==> src/rtl/core/ps2_device_frame_engine_defines.svh <==
// assertion macros used by the ps2 device frame engine state machine
`ifndef PS2_DEVICE_FRAME_ENGINE_DEFINES_SVH
`define PS2_DEVICE_FRAME_ENGINE_DEFINES_SVH

// same-cycle check, sampled on the rising clock, off during reset
`define PS2DFE_ASSERT(lbl, prop, msg) \
  lbl: assert property (@(posedge clk_i) disable iff (!rst_ni) prop) else $error(msg);

// next-cycle check after a trigger
`define PS2DFE_ASSERT_NEXT(lbl, ante, cons, msg) \
  lbl: assert property (@(posedge clk_i) disable iff (!rst_ni) (ante) |=> (cons)) \
    else $error(msg);

`endif

==> src/rtl/core/ps2dfe_pkg.sv <==
// types and constants of the ps2 device frame engine
`timescale 1ns / 1ps
package ps2dfe_pkg;

  typedef struct packed {
    logic       clock_line;
    logic       data_line;
    logic       send_request;
    logic [7:0] send_value;
    logic       receive_arm;
  } ps2dfe_in_t;

  typedef struct packed {
    logic       clock_pull;
    logic       data_pull;
    logic       busy_res;
    logic       done_res;
    logic [2:0] status;
    logic [7:0] received_value;
  } ps2dfe_out_t;

  typedef struct packed {
    logic [9:0]  half_period_ticks;
    logic [9:0]  low_pulse_ticks;
    logic [11:0] byte_gap_ticks;
    logic [15:0] host_timeout_ticks;
  } ps2dfe_cfg_t;

  localparam int unsigned CfgDataW  = 16;
  localparam int unsigned CfgIndexW = 2;

  typedef enum logic [CfgIndexW-1:0] {
    CFG_HALF_PERIOD  = 2'd0,
    CFG_LOW_PULSE    = 2'd1,
    CFG_BYTE_GAP     = 2'd2,
    CFG_HOST_TIMEOUT = 2'd3
  } ps2dfe_cfg_idx_e;

  localparam logic [9:0]  HalfPeriodReset  = 10'd20;
  localparam logic [9:0]  LowPulseReset    = 10'd40;
  localparam logic [11:0] ByteGapReset     = 12'd50;
  localparam logic [15:0] HostTimeoutReset = 16'd30000;

  typedef enum logic [2:0] {
    ST_SENT         = 3'd0,
    ST_CLK_INHIBIT  = 3'd1,
    ST_HOST_REQUEST = 3'd2,
    ST_RX_OK        = 3'd3,
    ST_PARITY_ERR   = 3'd4,
    ST_TIMEOUT      = 3'd5
  } ps2dfe_status_e;

  // frame bit positions
  localparam logic [3:0] BitParity  = 4'd8;
  localparam logic [3:0] BitTxPar   = 4'd9;
  localparam logic [3:0] BitRxLast  = 4'd10;
  localparam logic [3:0] BitTxLast  = 4'd11;

endpackage

==> src/rtl/core/ps2dfe_cfg_regs.sv <==
// configuration registers of the ps2 device frame engine
`timescale 1ns / 1ps
module ps2dfe_cfg_regs
  import ps2dfe_pkg::*;
(
  input  logic                 clk_i,
  input  logic                 rst_ni,
  input  logic                 cfg_we_i,
  input  logic [CfgIndexW-1:0] cfg_index_i,
  input  logic [CfgDataW-1:0]  cfg_data_i,
  output ps2dfe_cfg_t          cfg_o
);

  ps2dfe_cfg_t cfg_q, cfg_d;

  always_comb begin
    cfg_d = cfg_q;
    if (cfg_we_i) begin
      case (ps2dfe_cfg_idx_e'(cfg_index_i))
        CFG_HALF_PERIOD:  cfg_d.half_period_ticks  = cfg_data_i[9:0];
        CFG_LOW_PULSE:    cfg_d.low_pulse_ticks    = cfg_data_i[9:0];
        CFG_BYTE_GAP:     cfg_d.byte_gap_ticks     = cfg_data_i[11:0];
        CFG_HOST_TIMEOUT: cfg_d.host_timeout_ticks = cfg_data_i[15:0];
        default:          cfg_d = cfg_q;
      endcase
    end
  end

  always_ff @(posedge clk_i or negedge rst_ni) begin
    if (!rst_ni) begin
      cfg_q.half_period_ticks  <= HalfPeriodReset;
      cfg_q.low_pulse_ticks    <= LowPulseReset;
      cfg_q.byte_gap_ticks     <= ByteGapReset;
      cfg_q.host_timeout_ticks <= HostTimeoutReset;
    end else begin
      cfg_q <= cfg_d;
    end
  end

  assign cfg_o = cfg_q;

endmodule

==> src/rtl/core/ps2dfe_in_stage.sv <==
// input word register of the ps2 device frame engine
`timescale 1ns / 1ps
module ps2dfe_in_stage
  import ps2dfe_pkg::*;
(
  input  logic       clk_i,
  input  logic       rst_ni,
  input  logic       in_valid_i,
  output logic       in_stall_o,
  input  ps2dfe_in_t in_item_i,
  input  logic       step_i,
  output logic       valid_o,
  output ps2dfe_in_t item_o
);

  logic       valid_q;
  ps2dfe_in_t item_q;

  // a held word only blocks the input while it cannot move on
  assign in_stall_o = valid_q && !step_i;

  always_ff @(posedge clk_i or negedge rst_ni) begin
    if (!rst_ni) begin
      valid_q <= 1'b0;
    end else if (!in_stall_o) begin
      valid_q <= in_valid_i;
    end
  end

  always_ff @(posedge clk_i) begin
    if (in_valid_i && !in_stall_o) begin
      item_q <= in_item_i;
    end
  end

  assign valid_o = valid_q;
  assign item_o  = item_q;

endmodule

==> src/rtl/core/ps2dfe_fsm.sv <==
// frame state machine: one line tick per step, result built from next state
`timescale 1ns / 1ps
`include "ps2_device_frame_engine_defines.svh"
module ps2dfe_fsm
  import ps2dfe_pkg::*;
(
  input  logic        clk_i,
  input  logic        rst_ni,
  input  logic        step_i,
  input  ps2dfe_in_t  item_i,
  input  ps2dfe_cfg_t cfg_i,
  output ps2dfe_out_t res_o
);

  typedef enum logic [12:0] {
    PH_IDLE      = 13'b0000000000001,
    PH_TX_GAP1   = 13'b0000000000010,
    PH_TX_LEAD   = 13'b0000000000100,
    PH_TX_LOW    = 13'b0000000001000,
    PH_TX_TRAIL  = 13'b0000000010000,
    PH_TX_GAP2   = 13'b0000000100000,
    PH_RX_WAIT   = 13'b0000001000000,
    PH_RX_LEAD   = 13'b0000010000000,
    PH_RX_LOW    = 13'b0000100000000,
    PH_RX_TRAIL  = 13'b0001000000000,
    PH_ACK_LEAD  = 13'b0010000000000,
    PH_ACK_LOW   = 13'b0100000000000,
    PH_ACK_TRAIL = 13'b1000000000000
  } ps2dfe_phase_e;

  ps2dfe_phase_e phase_q, phase_d;
  logic [3:0]    bit_index_q, bit_index_d;
  logic [7:0]    shift_byte_q, shift_byte_d;
  logic          parity_acc_q, parity_acc_d;
  logic          sampled_parity_q, sampled_parity_d;
  logic [15:0]   tick_count_q, tick_count_d;

  logic [15:0]   tick_inc;
  logic [9:0]    seg_dur;
  logic          seg_over;
  logic          gap_over;
  logic          done;
  logic [2:0]    status;
  logic [7:0]    rval;
  logic          tx_bit;

  assign tick_inc = tick_count_q + 16'd1;
  assign gap_over = tick_count_q >= {4'd0, cfg_i.byte_gap_ticks};

  always_comb begin
    case (phase_q)
      PH_TX_LOW, PH_RX_LOW, PH_ACK_LOW: seg_dur = cfg_i.low_pulse_ticks;
      default:                          seg_dur = cfg_i.half_period_ticks;
    endcase
  end

  assign seg_over = tick_inc >= {6'd0, seg_dur};

  always_comb begin
    phase_d          = phase_q;
    bit_index_d      = bit_index_q;
    shift_byte_d     = shift_byte_q;
    parity_acc_d     = parity_acc_q;
    sampled_parity_d = sampled_parity_q;
    tick_count_d     = tick_count_q;
    done             = 1'b0;
    status           = ST_SENT;
    rval             = 8'd0;

    case (phase_q)
      PH_IDLE: begin
        if (item_i.send_request) begin
          shift_byte_d = item_i.send_value;
          parity_acc_d = ~^item_i.send_value;
          tick_count_d = 16'd0;
          phase_d      = PH_TX_GAP1;
        end else if (item_i.receive_arm) begin
          shift_byte_d     = 8'd0;
          parity_acc_d     = 1'b1;
          sampled_parity_d = 1'b0;
          tick_count_d     = 16'd0;
          phase_d          = PH_RX_WAIT;
        end
      end
      PH_TX_GAP1: begin
        if (gap_over) begin
          tick_count_d = 16'd0;
          if (!item_i.clock_line) begin
            done    = 1'b1;
            status  = ST_CLK_INHIBIT;
            phase_d = PH_IDLE;
          end else if (!item_i.data_line) begin
            done    = 1'b1;
            status  = ST_HOST_REQUEST;
            phase_d = PH_IDLE;
          end else begin
            bit_index_d = 4'd0;
            phase_d     = PH_TX_LEAD;
          end
        end else begin
          tick_count_d = tick_inc;
        end
      end
      PH_TX_LEAD, PH_TX_LOW, PH_RX_LEAD, PH_RX_LOW, PH_ACK_LEAD, PH_ACK_LOW: begin
        tick_count_d = seg_over ? 16'd0 : tick_inc;
        if (seg_over) begin
          case (phase_q)
            PH_TX_LEAD:  phase_d = PH_TX_LOW;
            PH_TX_LOW:   phase_d = PH_TX_TRAIL;
            PH_RX_LEAD:  phase_d = PH_RX_LOW;
            PH_RX_LOW:   phase_d = PH_RX_TRAIL;
            PH_ACK_LEAD: phase_d = PH_ACK_LOW;
            default:     phase_d = PH_ACK_TRAIL;
          endcase
        end
      end
      PH_TX_TRAIL: begin
        tick_count_d = seg_over ? 16'd0 : tick_inc;
        if (seg_over) begin
          bit_index_d = bit_index_q + 4'd1;
          phase_d     = (bit_index_d >= BitTxLast) ? PH_TX_GAP2 : PH_TX_LEAD;
        end
      end
      PH_TX_GAP2: begin
        if (gap_over) begin
          tick_count_d = 16'd0;
          done         = 1'b1;
          status       = ST_SENT;
          phase_d      = PH_IDLE;
        end else begin
          tick_count_d = tick_inc;
        end
      end
      PH_RX_WAIT: begin
        // host request to send: data low while clock released
        if (!item_i.data_line && item_i.clock_line) begin
          tick_count_d = 16'd0;
          bit_index_d  = 4'd0;
          phase_d      = PH_RX_LEAD;
        end else if (tick_count_q >= cfg_i.host_timeout_ticks) begin
          tick_count_d = 16'd0;
          done         = 1'b1;
          status       = ST_TIMEOUT;
          phase_d      = PH_IDLE;
        end else begin
          tick_count_d = tick_inc;
        end
      end
      PH_RX_TRAIL: begin
        tick_count_d = seg_over ? 16'd0 : tick_inc;
        if (seg_over) begin
          if (!bit_index_q[3]) begin
            if (item_i.data_line) begin
              shift_byte_d[bit_index_q[2:0]] = 1'b1;
              parity_acc_d                   = ~parity_acc_q;
            end
          end else if (bit_index_q == BitParity) begin
            sampled_parity_d = item_i.data_line;
          end
          bit_index_d = bit_index_q + 4'd1;
          phase_d     = (bit_index_d >= BitRxLast) ? PH_ACK_LEAD : PH_RX_LEAD;
        end
      end
      PH_ACK_TRAIL: begin
        tick_count_d = seg_over ? 16'd0 : tick_inc;
        if (seg_over) begin
          done    = 1'b1;
          status  = (sampled_parity_q == parity_acc_q) ? ST_RX_OK : ST_PARITY_ERR;
          rval    = shift_byte_q;
          phase_d = PH_IDLE;
        end
      end
      default: begin
        phase_d      = PH_IDLE;
        tick_count_d = 16'd0;
      end
    endcase
  end

  // level driven for the frame bit after this tick: start, data, parity, stop
  always_comb begin
    if (bit_index_d == 4'd0) begin
      tx_bit = 1'b0;
    end else if (bit_index_d <= BitParity) begin
      tx_bit = shift_byte_d[3'(bit_index_d - 4'd1)];
    end else if (bit_index_d == BitTxPar) begin
      tx_bit = parity_acc_d;
    end else begin
      tx_bit = 1'b1;
    end
  end

  always_comb begin
    res_o.clock_pull = (phase_d == PH_TX_LOW) || (phase_d == PH_RX_LOW) ||
                       (phase_d == PH_ACK_LOW);
    case (phase_d)
      PH_TX_LEAD, PH_TX_LOW, PH_TX_TRAIL:    res_o.data_pull = ~tx_bit;
      PH_ACK_LEAD, PH_ACK_LOW, PH_ACK_TRAIL: res_o.data_pull = 1'b1;
      default:                               res_o.data_pull = 1'b0;
    endcase
    res_o.busy_res       = phase_d != PH_IDLE;
    res_o.done_res       = done;
    res_o.status         = status;
    res_o.received_value = rval;
  end

  always_ff @(posedge clk_i or negedge rst_ni) begin
    if (!rst_ni) begin
      phase_q          <= PH_IDLE;
      bit_index_q      <= 4'd0;
      shift_byte_q     <= 8'd0;
      parity_acc_q     <= 1'b1;
      sampled_parity_q <= 1'b0;
      tick_count_q     <= 16'd0;
    end else if (step_i) begin
      phase_q          <= phase_d;
      bit_index_q      <= bit_index_d;
      shift_byte_q     <= shift_byte_d;
      parity_acc_q     <= parity_acc_d;
      sampled_parity_q <= sampled_parity_d;
      tick_count_q     <= tick_count_d;
    end
  end

  `PS2DFE_ASSERT(a_done_leaves_idle, res_o.done_res |-> !res_o.busy_res, "done while busy")
  `PS2DFE_ASSERT(a_pull_only_busy, (res_o.clock_pull || res_o.data_pull) |-> res_o.busy_res, "line pulled while idle")
  `PS2DFE_ASSERT(a_status_needs_done, (res_o.status != ST_SENT) |-> res_o.done_res, "status without done")
  `PS2DFE_ASSERT_NEXT(a_send_wins, step_i && phase_q == PH_IDLE && item_i.send_request, phase_q == PH_TX_GAP1, "send request not taken")

endmodule

==> src/rtl/core/ps2dfe_out_stage.sv <==
// result word register of the ps2 device frame engine
`timescale 1ns / 1ps
module ps2dfe_out_stage
  import ps2dfe_pkg::*;
(
  input  logic        clk_i,
  input  logic        rst_ni,
  input  logic        load_i,
  input  ps2dfe_out_t res_i,
  output logic        ready_o,
  output logic        out_valid_o,
  input  logic        out_stall_i,
  output ps2dfe_out_t out_result_o
);

  logic        valid_q;
  ps2dfe_out_t res_q;

  // free when empty or when the held word leaves this cycle
  assign ready_o = !valid_q || !out_stall_i;

  always_ff @(posedge clk_i or negedge rst_ni) begin
    if (!rst_ni) begin
      valid_q <= 1'b0;
    end else if (load_i) begin
      valid_q <= 1'b1;
    end else if (!out_stall_i) begin
      valid_q <= 1'b0;
    end
  end

  always_ff @(posedge clk_i) begin
    if (load_i) begin
      res_q <= res_i;
    end
  end

  assign out_valid_o  = valid_q;
  assign out_result_o = res_q;

endmodule

==> src/rtl/core/ps2_device_frame_engine.sv <==
// ps2 device frame engine top level
// Device side of a PS/2 link, clocked by one line tick per input word.
// Input channel (in_valid_i / in_stall_o / in_item_i): each word carries the
// sampled clock and data lines plus the send and receive-arm requests; the
// requests are only looked at while the engine is idle.
// Output channel (out_valid_o / out_stall_i / out_result_o): exactly one
// result word per input word, giving the line pulls to drive, busy, done,
// status and the received byte.
// An accepted input word is held in the input register, then the frame state
// update turns it into the word loaded into the result register.
// Throughput is one word per cycle while the receiver does not stall.
// When the receiver stalls, the result register holds its word and the input
// register still takes one more word; after that the input stalls too.
// The cfg port writes a timing register at once, with no wait.
// Reset clears both registers, returns the frame state to idle and loads the
// default timing (20 / 40 / 50 / 30000 ticks).
`timescale 1ns / 1ps
module ps2_device_frame_engine
  import ps2dfe_pkg::*;
(
  input  logic                 clk_i,
  input  logic                 rst_ni,
  input  logic                 in_valid_i,
  output logic                 in_stall_o,
  input  ps2dfe_in_t           in_item_i,
  output logic                 out_valid_o,
  input  logic                 out_stall_i,
  output ps2dfe_out_t          out_result_o,
  input  logic                 cfg_we_i,
  input  logic [CfgIndexW-1:0] cfg_index_i,
  input  logic [CfgDataW-1:0]  cfg_data_i
);

  ps2dfe_cfg_t cfg;
  ps2dfe_in_t  item;
  ps2dfe_out_t res;
  logic        item_valid;
  logic        out_ready;
  logic        step;

  assign step = item_valid && out_ready;

  ps2dfe_cfg_regs u_cfg (
    .clk_i       (clk_i),
    .rst_ni      (rst_ni),
    .cfg_we_i    (cfg_we_i),
    .cfg_index_i (cfg_index_i),
    .cfg_data_i  (cfg_data_i),
    .cfg_o       (cfg)
  );

  ps2dfe_in_stage u_in (
    .clk_i      (clk_i),
    .rst_ni     (rst_ni),
    .in_valid_i (in_valid_i),
    .in_stall_o (in_stall_o),
    .in_item_i  (in_item_i),
    .step_i     (step),
    .valid_o    (item_valid),
    .item_o     (item)
  );

  ps2dfe_fsm u_fsm (
    .clk_i  (clk_i),
    .rst_ni (rst_ni),
    .step_i (step),
    .item_i (item),
    .cfg_i  (cfg),
    .res_o  (res)
  );

  ps2dfe_out_stage u_out (
    .clk_i        (clk_i),
    .rst_ni       (rst_ni),
    .load_i       (step),
    .res_i        (res),
    .ready_o      (out_ready),
    .out_valid_o  (out_valid_o),
    .out_stall_i  (out_stall_i),
    .out_result_o (out_result_o)
  );

endmodule
==> config.mk <==
export PLATFORM = sky130hd
export DESIGN_NAME = ps2_device_frame_engine
export DESIGN_NICKNAME = d
export VERILOG_FILES = /design/src/rtl/core/ps2dfe_pkg.sv /design/src/rtl/core/ps2dfe_cfg_regs.sv /design/src/rtl/core/ps2dfe_in_stage.sv /design/src/rtl/core/ps2dfe_fsm.sv /design/src/rtl/core/ps2dfe_out_stage.sv /design/src/rtl/core/ps2_device_frame_engine.sv
export VERILOG_INCLUDE_DIRS = /design/src /design/src/rtl/core
export SDC_FILE = /design/constraint.sdc
export NUM_CORES = 1
export LEC_CHECK = 0
export CAP_MARGIN = 30
export CELL_PAD_IN_SITES_DETAIL_PLACEMENT = 1
export CELL_PAD_IN_SITES_GLOBAL_PLACEMENT = 1
export CORE_ASPECT_RATIO = 1.4
export CORE_MARGIN = 2
export CORE_UTILIZATION = 51
export DETAILED_ROUTE_END_ITERATION = 7
export DONT_BUFFER_PORTS = 1
export PLACE_DENSITY_LB_ADDON = 0.12
export SYNTH_ARGS = -nofsm -noshare
export SYNTH_HDL_FRONTEND = slang
export SYNTH_SLANG_ARGS = --single-unit
==> constraint.sdc <==
create_clock -name clk_i -period 7.7 [get_ports clk_i]
set_input_delay 0.385 -clock clk_i [delete_from_list [all_inputs] [get_ports clk_i]]
set_output_delay 0.385 -clock clk_i [all_outputs]
set_load 0.03 [all_outputs]
Word level (Yosys, flattened, before mapping):

Index checks and enable logic that the tools add are counted.

* bits in registers: 120
* bits of input ports: 35
* output and inout port bits: 17
* word-level logic and storage cells: 177

* add/subtract/negate cells: 3
* $lt $le $gt $ge: 9
* equal/unequal tests: 34
* multiplexer cells: 74
* bitwise gates (word level): 3
* reductions and logical operators: 31

Operators with widths (count)
* $mux W13: 11
* $pmux W13 S8: 1
* $mux W16: 6
* $pmux W13 S5: 1
* $pmux W16 S4: 1
* $mux W8: 5
* $eq A13 B11 Y1 const B: 2
* $eq A13 B12 Y1 const B: 2
* $eq A13 B13 Y1 const B: 2
* $eq A13 B3 Y1 const B: 2
* $eq A13 B4 Y1 const B: 2
* $eq A13 B5 Y1 const B: 2
* $eq A13 B9 Y1 const B: 2
* $mux W1: 24
* $mux W3: 7
* $mux W4: 5
* $add A16 B1 Y16 const B: 1
* $ge A16 B10 Y1: 1
* $ge A16 B12 Y1: 1
* $ge A16 B16 Y1: 1
* $pmux W8 S2: 1
* $eq A13 B1 Y1 const B: 1
* $eq A13 B10 Y1 const B: 1
* $eq A13 B2 Y1 const B: 1
* 42 further kinds: 71

Depth between registers and ports, before layout:

Gate-level depths: netlist of the first run.

* depth after elaboration: 15
* gate-level depth with buffers: 24
* gate-level depth less buffers: 21

Cells and area by module:

A second synthesis of the first run with hierarchy kept.

* cell total of the unflattened synthesis: 696
* area total of the unflattened synthesis: 7195.7 µm²

Modules (own cells, without submodules)
* ps2dfe_fsm: instances 1, cells each 556, area an instance 4454.3 µm², seq. area each 1078.5 µm²
* ps2dfe_cfg_regs: instances 1, cells each 104, area an instance 1830.5 µm², seq. area each 1218.7 µm²
* ps2dfe_out_stage: instances 1, cells each 18, area an instance 486.7 µm², seq. area each 475.5 µm²
* ps2dfe_in_stage: instances 1, cells each 17, area an instance 417.9 µm², seq. area each 385.4 µm²
* ps2_device_frame_engine: instances 1, cells each 1, area an instance 6.3 µm², seq. area each 0.0 µm²

Least setup slack after synthesis of the first run:

Ideal clock, no wire load.

* kind: register -> register
* start point: reg u_fsm.phase_q[12]
* end point: reg u_out.res_q (netlist bit u_out.out_result_o[13]) (data pin)
* setup time: 261 ps
* data arrival time: 5190 ps
* required time: 7439 ps
* setup slack: 2249 ps
* stages on the path, launching flop included: 22
* buffers on the path: 2
* clock period less this slack: 5451 ps
* path through: dfrtp_1 > clkbuf_1 > or4_1 > nor3_2 > nand2_1 > nor3b_1 > a21oi_1 > buf_1 > mux2i_1 > ha_1 > a211o_1 > a21oi_1 > o21ai_0 > a211o_1 > nor2_1 > mux2_2 > a22oi_1 > ha_1 > mux4_2 > o21ai_1 > o21ai_1 > a311o_1

RTL lines
* from (decl): line ps2dfe_fsm.sv:31 `ps2dfe_phase_e phase_q, phase_d;`
* from (signal assigned): line ps2dfe_fsm.sv:216 `phase_q <= phase_d;`
* to (signal assigned): line ps2dfe_out_stage.sv:34 `res_q <= res_i;`
* to (decl): line ps2dfe_out_stage.sv:17 `ps2dfe_out_t res_q;`

==> flow_summary_export.csv, run 1 <==
group,metric,value,unit
run_status,status,"complete, no violations",
routing,drc,0,
die,start_util,52.5,%
logic_synthesis,async_reset_ff_share,77.5,%
timing,maxSlewViolCount,0,
finish,multi_input_area,3630,um^2
die,core,13500,um^2
clock_network,cts_setup_buffers,0,
setup_path,critical_path_class,"reg2reg",
routing,num_vias,5493,
global_route,grt_max_degree,94,
logic_synthesis,synth.most_common_cell,"dfrtp_1",
timing,tightest_slew,0.906,ns
finish,drive_gt1_share,17.3,%
logic_synthesis,ys_top_cells_by_count,"77 x dfrtp_1, 51 x mux2_2, 48 x nand2_1",
clock_network,post_cts_resized,0,
pwr,p_leak,3.45,nW
logic_synthesis,synthDominantCellAreaShare,27.3,%
placed_design,dp_slack,1.43,ns
global_route,overflow,0,
setup_path,rr_worst_depth,20,
die,fp.dieH,143,um
logic_synthesis,synth_area_per_cell,10.4,um^2
logic_synthesis,synth_fp_nets,761,
die,ios,52,
logic_synthesis,synth_edf_count,27,
logic_synthesis,synthTopCellsByArea,"dfrtp_1 27%, edfxtp_1 11%, mux2_2 8.1%",
setup_path,crit_required,7.87,ns
finish,nNetsFinal,765,
worst_hold_path,worstHoldStart,"in_item_i[7]",
worst_hold_path,hold_path_end,"u_in.item_o[7]$_DFFE_PP_",
clock_network,h-tree-depth,4,
logic_synthesis,yosys.area.top_type,"dfrtp_1",
pwr,power_density,279,nW/um^2
clock_network,cts_tree,"done",
die,rows,50,
routing,wl_per_cell,22.8,um
global_route,grt_pass1_vias,6059,
logic_synthesis,synth_seq_area_share,44.8,%
logic_synthesis,syn-instance-count,681,
clock_network,hold_buffers,2,
setup_path,cp_max_fo,10,
logic_synthesis,ys.warnings.count,0,
setup_path,r2r_end,"u_out.out_result_o[13]$_DFFE_PP_",
placed_design,dp_hpwl,14400,um
logic_synthesis,synth_ff_type,"dfrtp_1",
worst_hold_path,hold_path_class,"in2reg",
setup_path,start_kind,"flip-flop",
timing,finalSetupViolCount,0,
flow_run,cap_violations,0,
clock_network,cts_sinks,120,
clock_network,cts_made_buffers,17,
setup_path,reg2reg_from,"u_fsm.phase_q[5]$_DFFE_PN0P_",
timing,fmax,157,MHz
logic_synthesis,synth-seq-cells,120,
die,die_area,14800,um^2
timing,relSlewSlack,39.6,%
global_route,grt_pass1_wl,32500,um
clock_network,clock_latency,0.43,ns
routing,drt_iter0_markers,166,
global_route,grt_usage,29.3,%
setup_path,crit_path_end_kind,"flip-flop",
global_route,antenna_found_initial,1,
setup_path,arrival,6.53,ns
timing,rsz0062_at_grt,"no",
setup_path,r2r_slack,1.35,ns
timing,fin_ws,1.35,ns
routing,drtAntennaViolNets,0,
timing,clock_skew,0.00828,ns
worst_hold_path,holdPathStages,0,
routing,drt_wl_total,20100,um
timing,fin_setup_tns,0,ns
routing,viasPerCell,6.23,
timing,fin_crit_sh,82.5,%
routing,drt-pass1-iter-count,4,
die,fp.dieW,103,um
timing,min_period,6.35,ns
clock_network,path_clk_slew,0.06,ns
clock_network,cts_root_buffer,"clkbuf_16",
logic_synthesis,netlist_area,7060,um^2
logic_synthesis,yosysUniqueCellTypes,65,
timing,finalHoldViolCount,0,
pwr,peakVddDrop,0.000159,V
placed_design,globalplace.congestion,0.906,
clock_network,clock_path_buffers,2,
finish,nFillCells,1425,
finish,syn2layout_area_growth,11.5,%
placed_design,io_buffers,0,
finish,ff_latch_area,3160,um^2
## power breakdown
group	leakage, nW	switching, mW	total [mW]	internal, mW
clock network	0.289	0.312	0.793	0.482
registers	1.41	0.0979	0.861	0.763
logic	1.74	0.326	0.541	0.215
total	3.45	0.736	2.19	1.46
## state kept, by name, indices dropped and copies added, names as in the netlist, 4 cells and up
name                flops
u_out.out_result_o     15
u_fsm.tick_count_q     16
u_in.item_o            12
u_cfg.cfg_o            48
u_fsm.bit_index_q       4
u_fsm.phase_q          13
u_fsm.shift_byte_q      8
## metrics by stage
step	area, um^2	hold WS (ns)	power, mW	std cells	utilization, %
floorplan	7060	0.0894	1.22	681	-
global placement	7220	0.0926	1.36	845	53.7
detailed placement	7230	0.0936	1.38	846	53.8
CTS	7870	0.0455	2.20	880	58.5
global route	7870	0.0396	2.30	880	58.5
finish	7870	0.0498	2.19	881	58.5
## how the worst max path moves through the flow
stage | startpoint | end | slack, ns
2_1_floorplan | u_fsm.phase_q[12]$_DFFE_PN0P_ | u_out.out_result_o[13]$_DFFE_PP_ | 2.25
3_3_place_gp | u_fsm.phase_q[5]$_DFFE_PN0P_ | u_out.out_result_o[13]$_DFFE_PP_ | 1.85
3_5_place_dp | u_fsm.phase_q[5]$_DFFE_PN0P_ | u_out.out_result_o[13]$_DFFE_PP_ | 1.43
4_1_cts | u_fsm.phase_q[5]$_DFFE_PN0P_ | u_out.out_result_o[13]$_DFFE_PP_ | 1.37
5_1_grt | u_fsm.phase_q[5]$_DFFE_PN0P_ | u_out.out_result_o[13]$_DFFE_PP_ | 1.01
6_report | u_fsm.phase_q[5]$_DFFE_PN0P_ | u_out.out_result_o[13]$_DFFE_PP_ | 1.35
## kinds of logic (layout without fill, tap and decap cells)
group | Yosys count | after routing | share of synthesized area (%)
simple gates | 206 | 206 | 15.8
flops | 120 | 120 | 44.8
other cells | 0 | 1 | 0
mux | 62 | 62 | 9.88
buf+inv | 69 | 86 | 3.79
compound gates | 154 | 154 | 14.7
fa+ha+maj | 45 | 45 | 7.98
xor+xnor | 25 | 25 | 3.10
## routing by layer
layer / GRT usage (%) / up-vias / share of wire, %
met3: 6.22 / 51 / 3.0
met2: 50.4 / 121 / 53
met5: 0 / - / 0
li1: - / 2535 / -
met4: 13.5 / 0 / 3.9
met1: 34.4 / 2786 / 40
## layout by cell type (no fill, tap or decap), drive strengths merged, types with 13 or more instances in the layout
cell	Yosys	routed
nand2	48	48
dfrtp	77	77
xnor2	15	15
nand3	20	20
ha	45	45
nand4	13	13
clkbuf	14	22
o21ai	47	47
nor2	34	34
a21oi	27	27
mux2	51	51
edfxtp	27	27
inv	45	49
dfstp	16	16
nor3	18	18
## worst max-delay path, cell delays in order, from the launching register on
cell	delay [ns]
dfrtp_1	0.45
or4_1	0.64
nor3_2	0.34
nand2_1	0.15
nor3b_1	0.33
a21oi_1	0.12
buf_4	0.25
mux2i_1	0.20
ha_1	0.28
a211o_1	0.30
a21oi_1	0.11
o21ai_0	0.14
a211o_1	0.41
nor2_1	0.46
mux2_2	0.27
a22oi_1	0.11
ha_1	0.42
mux4_2	0.53
o21ai_1	0.15
o21ai_1	0.09
a311o_1	0.36
## layout make-up
class	instances	area share (%)
Clock buffer	22	6.58
Tap cell	182	2.89
Sequential cell	120	40.1
Antenna cell	1	0.0318
Timing Repair Buffer	7	0.954
Inverter	47	2.24
Multi-Input combinational cell	492	46.2
Clock inverter	10	1.00
(Power assumes the default switching activity.)
==> run 2: changes to the inputs <==
--- a/config.mk
+++ b/config.mk
@@ -6,12 +6,13 @@
 export SDC_FILE = /design/constraint.sdc
 export NUM_CORES = 1
 export LEC_CHECK = 0
+export ABC_AREA = 1
 export CAP_MARGIN = 30
 export CELL_PAD_IN_SITES_DETAIL_PLACEMENT = 1
 export CELL_PAD_IN_SITES_GLOBAL_PLACEMENT = 1
 export CORE_ASPECT_RATIO = 1.4
 export CORE_MARGIN = 2
-export CORE_UTILIZATION = 51
+export CORE_UTILIZATION = 43
 export DETAILED_ROUTE_END_ITERATION = 7
 export DONT_BUFFER_PORTS = 1
 export PLACE_DENSITY_LB_ADDON = 0.12
==> constraint.sdc (replaced) <==
create_clock -name clk_i -period 5.4 [get_ports clk_i]
set_input_delay 0.27 -clock clk_i [delete_from_list [all_inputs] [get_ports clk_i]]
set_output_delay 0.27 -clock clk_i [all_outputs]
set_load 0.03 [all_outputs]
==> flow_summary_export.csv, run 2 <==
group,metric,value,unit
run_status,status,"complete, no violations",
finish,largest_reg_flops,48,
finish,fin_util,49.7,%
worst_hold_path,worstHoldStart,"out_stall_i",
global_route,grt_pass1_vias,6896,
clock_network,post_cts_resized,0,
die,ios,52,
finish,final_common_cell,"nand2_1",
setup_path,critPathLaunch,"u_fsm.phase_q[10]$_DFFE_PN0P_",
logic_synthesis,synthDominantCellAreaShare,26.3,%
setup_path,r2r_slack,0.67,ns
clock_network,cts_root_buffer,"clkbuf_16",
logic_synthesis,yosysUniqueCellTypes,47,
finish,nFillCells,2050,
worst_hold_path,hold_path_class,"in2reg",
timing,maxSlewViolCount,0,
clock_network,path_clk_slew,0.06,ns
routing,drt_iter0_markers,263,
timing,finalHoldViolCount,0,
logic_synthesis,netlist_area,7320,um^2
clock_network,clock_latency,0.43,ns
setup_path,crit_required,5.58,ns
finish,nNetsFinal,1030,
routing,num_vias,6413,
logic_synthesis,synth_edf_count,27,
global_route,overflow,0,
setup_path,r2r_end,"u_out.out_result_o[13]$_DFFE_PP_",
pwr,power.total,2.88,mW
die,rows,56,
clock_network,clock_path_buffers,2,
pwr,power_density,346,nW/um^2
logic_synthesis,synth-seq-cells,120,
setup_path,reg2reg_from,"u_fsm.phase_q[10]$_DFFE_PN0P_",
timing,hold_slack,0.00239,ns
timing,fin_ws,0.668,ns
clock_network,cts_sinks,120,
placed_design,dp_hpwl,16900,um
clock_network,cts_setup_buffers,0,
timing,finalSetupViolCount,0,
timing,rsz0062_at_grt,"no",
placed_design,placed_area,7510,um^2
flow_run,cap_violations,0,
logic_synthesis,async_reset_ff_share,77.5,%
logic_synthesis,ys_top_cells_by_count,"217 x nand2_1, 134 x inv_1, 87 x o21ai_0",
logic_synthesis,synth_seq_area_share,43.1,%
die,fp.dieH,158,um
logic_synthesis,synth_ff_type,"dfrtp_1",
setup_path,rr_worst_depth,32,
placed_design,globalplace.congestion,0.909,
timing,fmax,211,MHz
pwr,p_leak,3.95,nW
logic_synthesis,synth_area_per_cell,7.87,um^2
placed_design,place_inst,1115,
clock_network,cts_tree,"done",
routing,drtAntennaViolNets,0,
finish,finish.cell_count_without_fillers,1167,
timing,clock_skew,0.0140,ns
setup_path,crit_path_end_kind,"flip-flop",
routing,viasPerCell,5.50,
setup_path,crit_slowest_cell,"dfrtp_1",
finish,drive_gt1_share,8.31,%
setup_path,cp_common_cell,"nand2_1",
timing,min_period,4.73,ns
die,fp.dieW,114,um
finish,mostFrequentLayoutCells,"217 x nand2_1, 134 x inv_1, 87 x o21ai_0, 78 x nor2_1, 77 x dfrtp_1",
die,core,16700,um^2
finish,design_area,8320,um^2
logic_synthesis,syn-instance-count,930,
timing,fin_setup_tns,0,ns
setup_path,start_kind,"flip-flop",
logic_synthesis,synthTopCellsByArea,"dfrtp_1 26%, nand2_1 11%, edfxtp_1 11%",
routing,drt_wl_total,22200,um
setup_path,critPathCapture,"u_out.out_result_o[13]$_DFFE_PP_",
placed_design,io_buffers,0,
timing,relSlewSlack,47.2,%
clock_network,cts_made_buffers,17,
routing,wl_per_cell,19.0,um
pwr,peakVddDrop,0.000188,V
global_route,grt_max_degree,94,
timing,fin_crit_sh,87.6,%
setup_path,slowest_delay,0.41,ns
die,start_util,43.7,%
setup_path,cp_max_fo,20,
routing,drc,0,
global_route,antenna_found_initial,1,
clock_network,h-tree-depth,4,
logic_synthesis,synth.most_common_cell,"nand2_1",
setup_path,critical_path_class,"reg2reg",
logic_synthesis,yosys.area.top_type,"dfrtp_1",
timing,tightest_slew,0.786,ns
logic_synthesis,ys.warnings.count,0,
setup_path,arrival,4.91,ns
die,die_area,18100,um^2
finish,syn2layout_area_growth,13.6,%
routing,drt-pass1-iter-count,5,
logic_synthesis,synth_fp_nets,1010,
placed_design,dp_slack,0.662,ns
global_route,grt_pass1_wl,35300,um
global_route,grt_usage,25.6,%
[run 2: repair_timing]
item | in CTS | in global routing
setup endpoints to repair | 0 | 0
hold buffers | 19 | 0
hold endpoints to repair | 110 | 0
[run 2: cells by family (layout without fill, tap and decap cells)]
kind of cell,count (synthesis),after routing,share of synthesized area (%)
AO/OA/AOI/OAI,166,166,12.6
XOR/XNOR,17,17,2.03
adder cells (fa/ha/maj),45,45,7.69
buffers and inverters,161,194,8.58
flip-flops,120,120,43.1
multiplexers,10,10,1.38
other,0,1,0
AND/OR/NAND/NOR,411,411,24.6
[run 2: final cells by class]
| cell class | instances | area, um^2 | area share [%] |
|---|---|---|---|
| diodes | 1 | 2.50 | 0.0301 |
| multi-input cells | 649 | 3540 | 42.6 |
| clock buffers | 21 | 450 | 5.41 |
| clock inverters | 11 | 149 | 1.79 |
| inverters | 140 | 526 | 6.32 |
| flip-flops and latches | 120 | 3160 | 38.0 |
| well taps | 203 | 254 | 3.05 |
| repair buffers | 22 | 238 | 2.86 |
[run 2: where the power goes]
| part | switching [mW] | internal (mW) | total (mW) |
|---|---|---|---|
| combinational | 0.339 | 0.166 | 0.505 |
| sequential | 0.121 | 1.08 | 1.20 |
| clock | 0.436 | 0.737 | 1.17 |
[run 2: how the worst min path moves through the flow]
stage / endpoint / slack, ns / cells past startpoint
after detailed placement: u_cfg.cfg_o[22]$_DFFE_PN0P_ / -0.02 / 0
final: u_out.out_valid_o$_DFFE_PN0P_ / 0.002 / 2
after global routing: u_out.out_valid_o$_DFFE_PN0P_ / 0.02 / 2
after floorplan: u_cfg.cfg_o[0]$_DFFE_PN0P_ / -0.03 / 0
after CTS: u_out.out_valid_o$_DFFE_PN0P_ / 0.001 / 2
after global placement: u_cfg.cfg_o[6]$_DFFE_PN0P_ / -0.02 / 0
[run 2: worst max-delay path: cells and delay by family (launching register included)]
family | cells | cell delay [ns]
buffers and inverters | 5 | 0.65
DFF | 1 | 0.41
AOI/OAI and AO/OA | 2 | 0.22
muxes | 1 | 0.35
and+or+nand+nor | 22 | 2.26
adders and majority gates | 2 | 0.56
[run 2: per-layer routing]
| metal | GRT usage, % | vias up | routed length (um) |
|---|---|---|---|
| met5 | 0 | - | 0 |
| met4 | 12.5 | 0 | 859 |
| met3 | 4.80 | 56 | 698 |
| met2 | 49.3 | 127 | 12300 |
| met1 | 26.2 | 3131 | 8390 |
| li1 | - | 3099 | - |
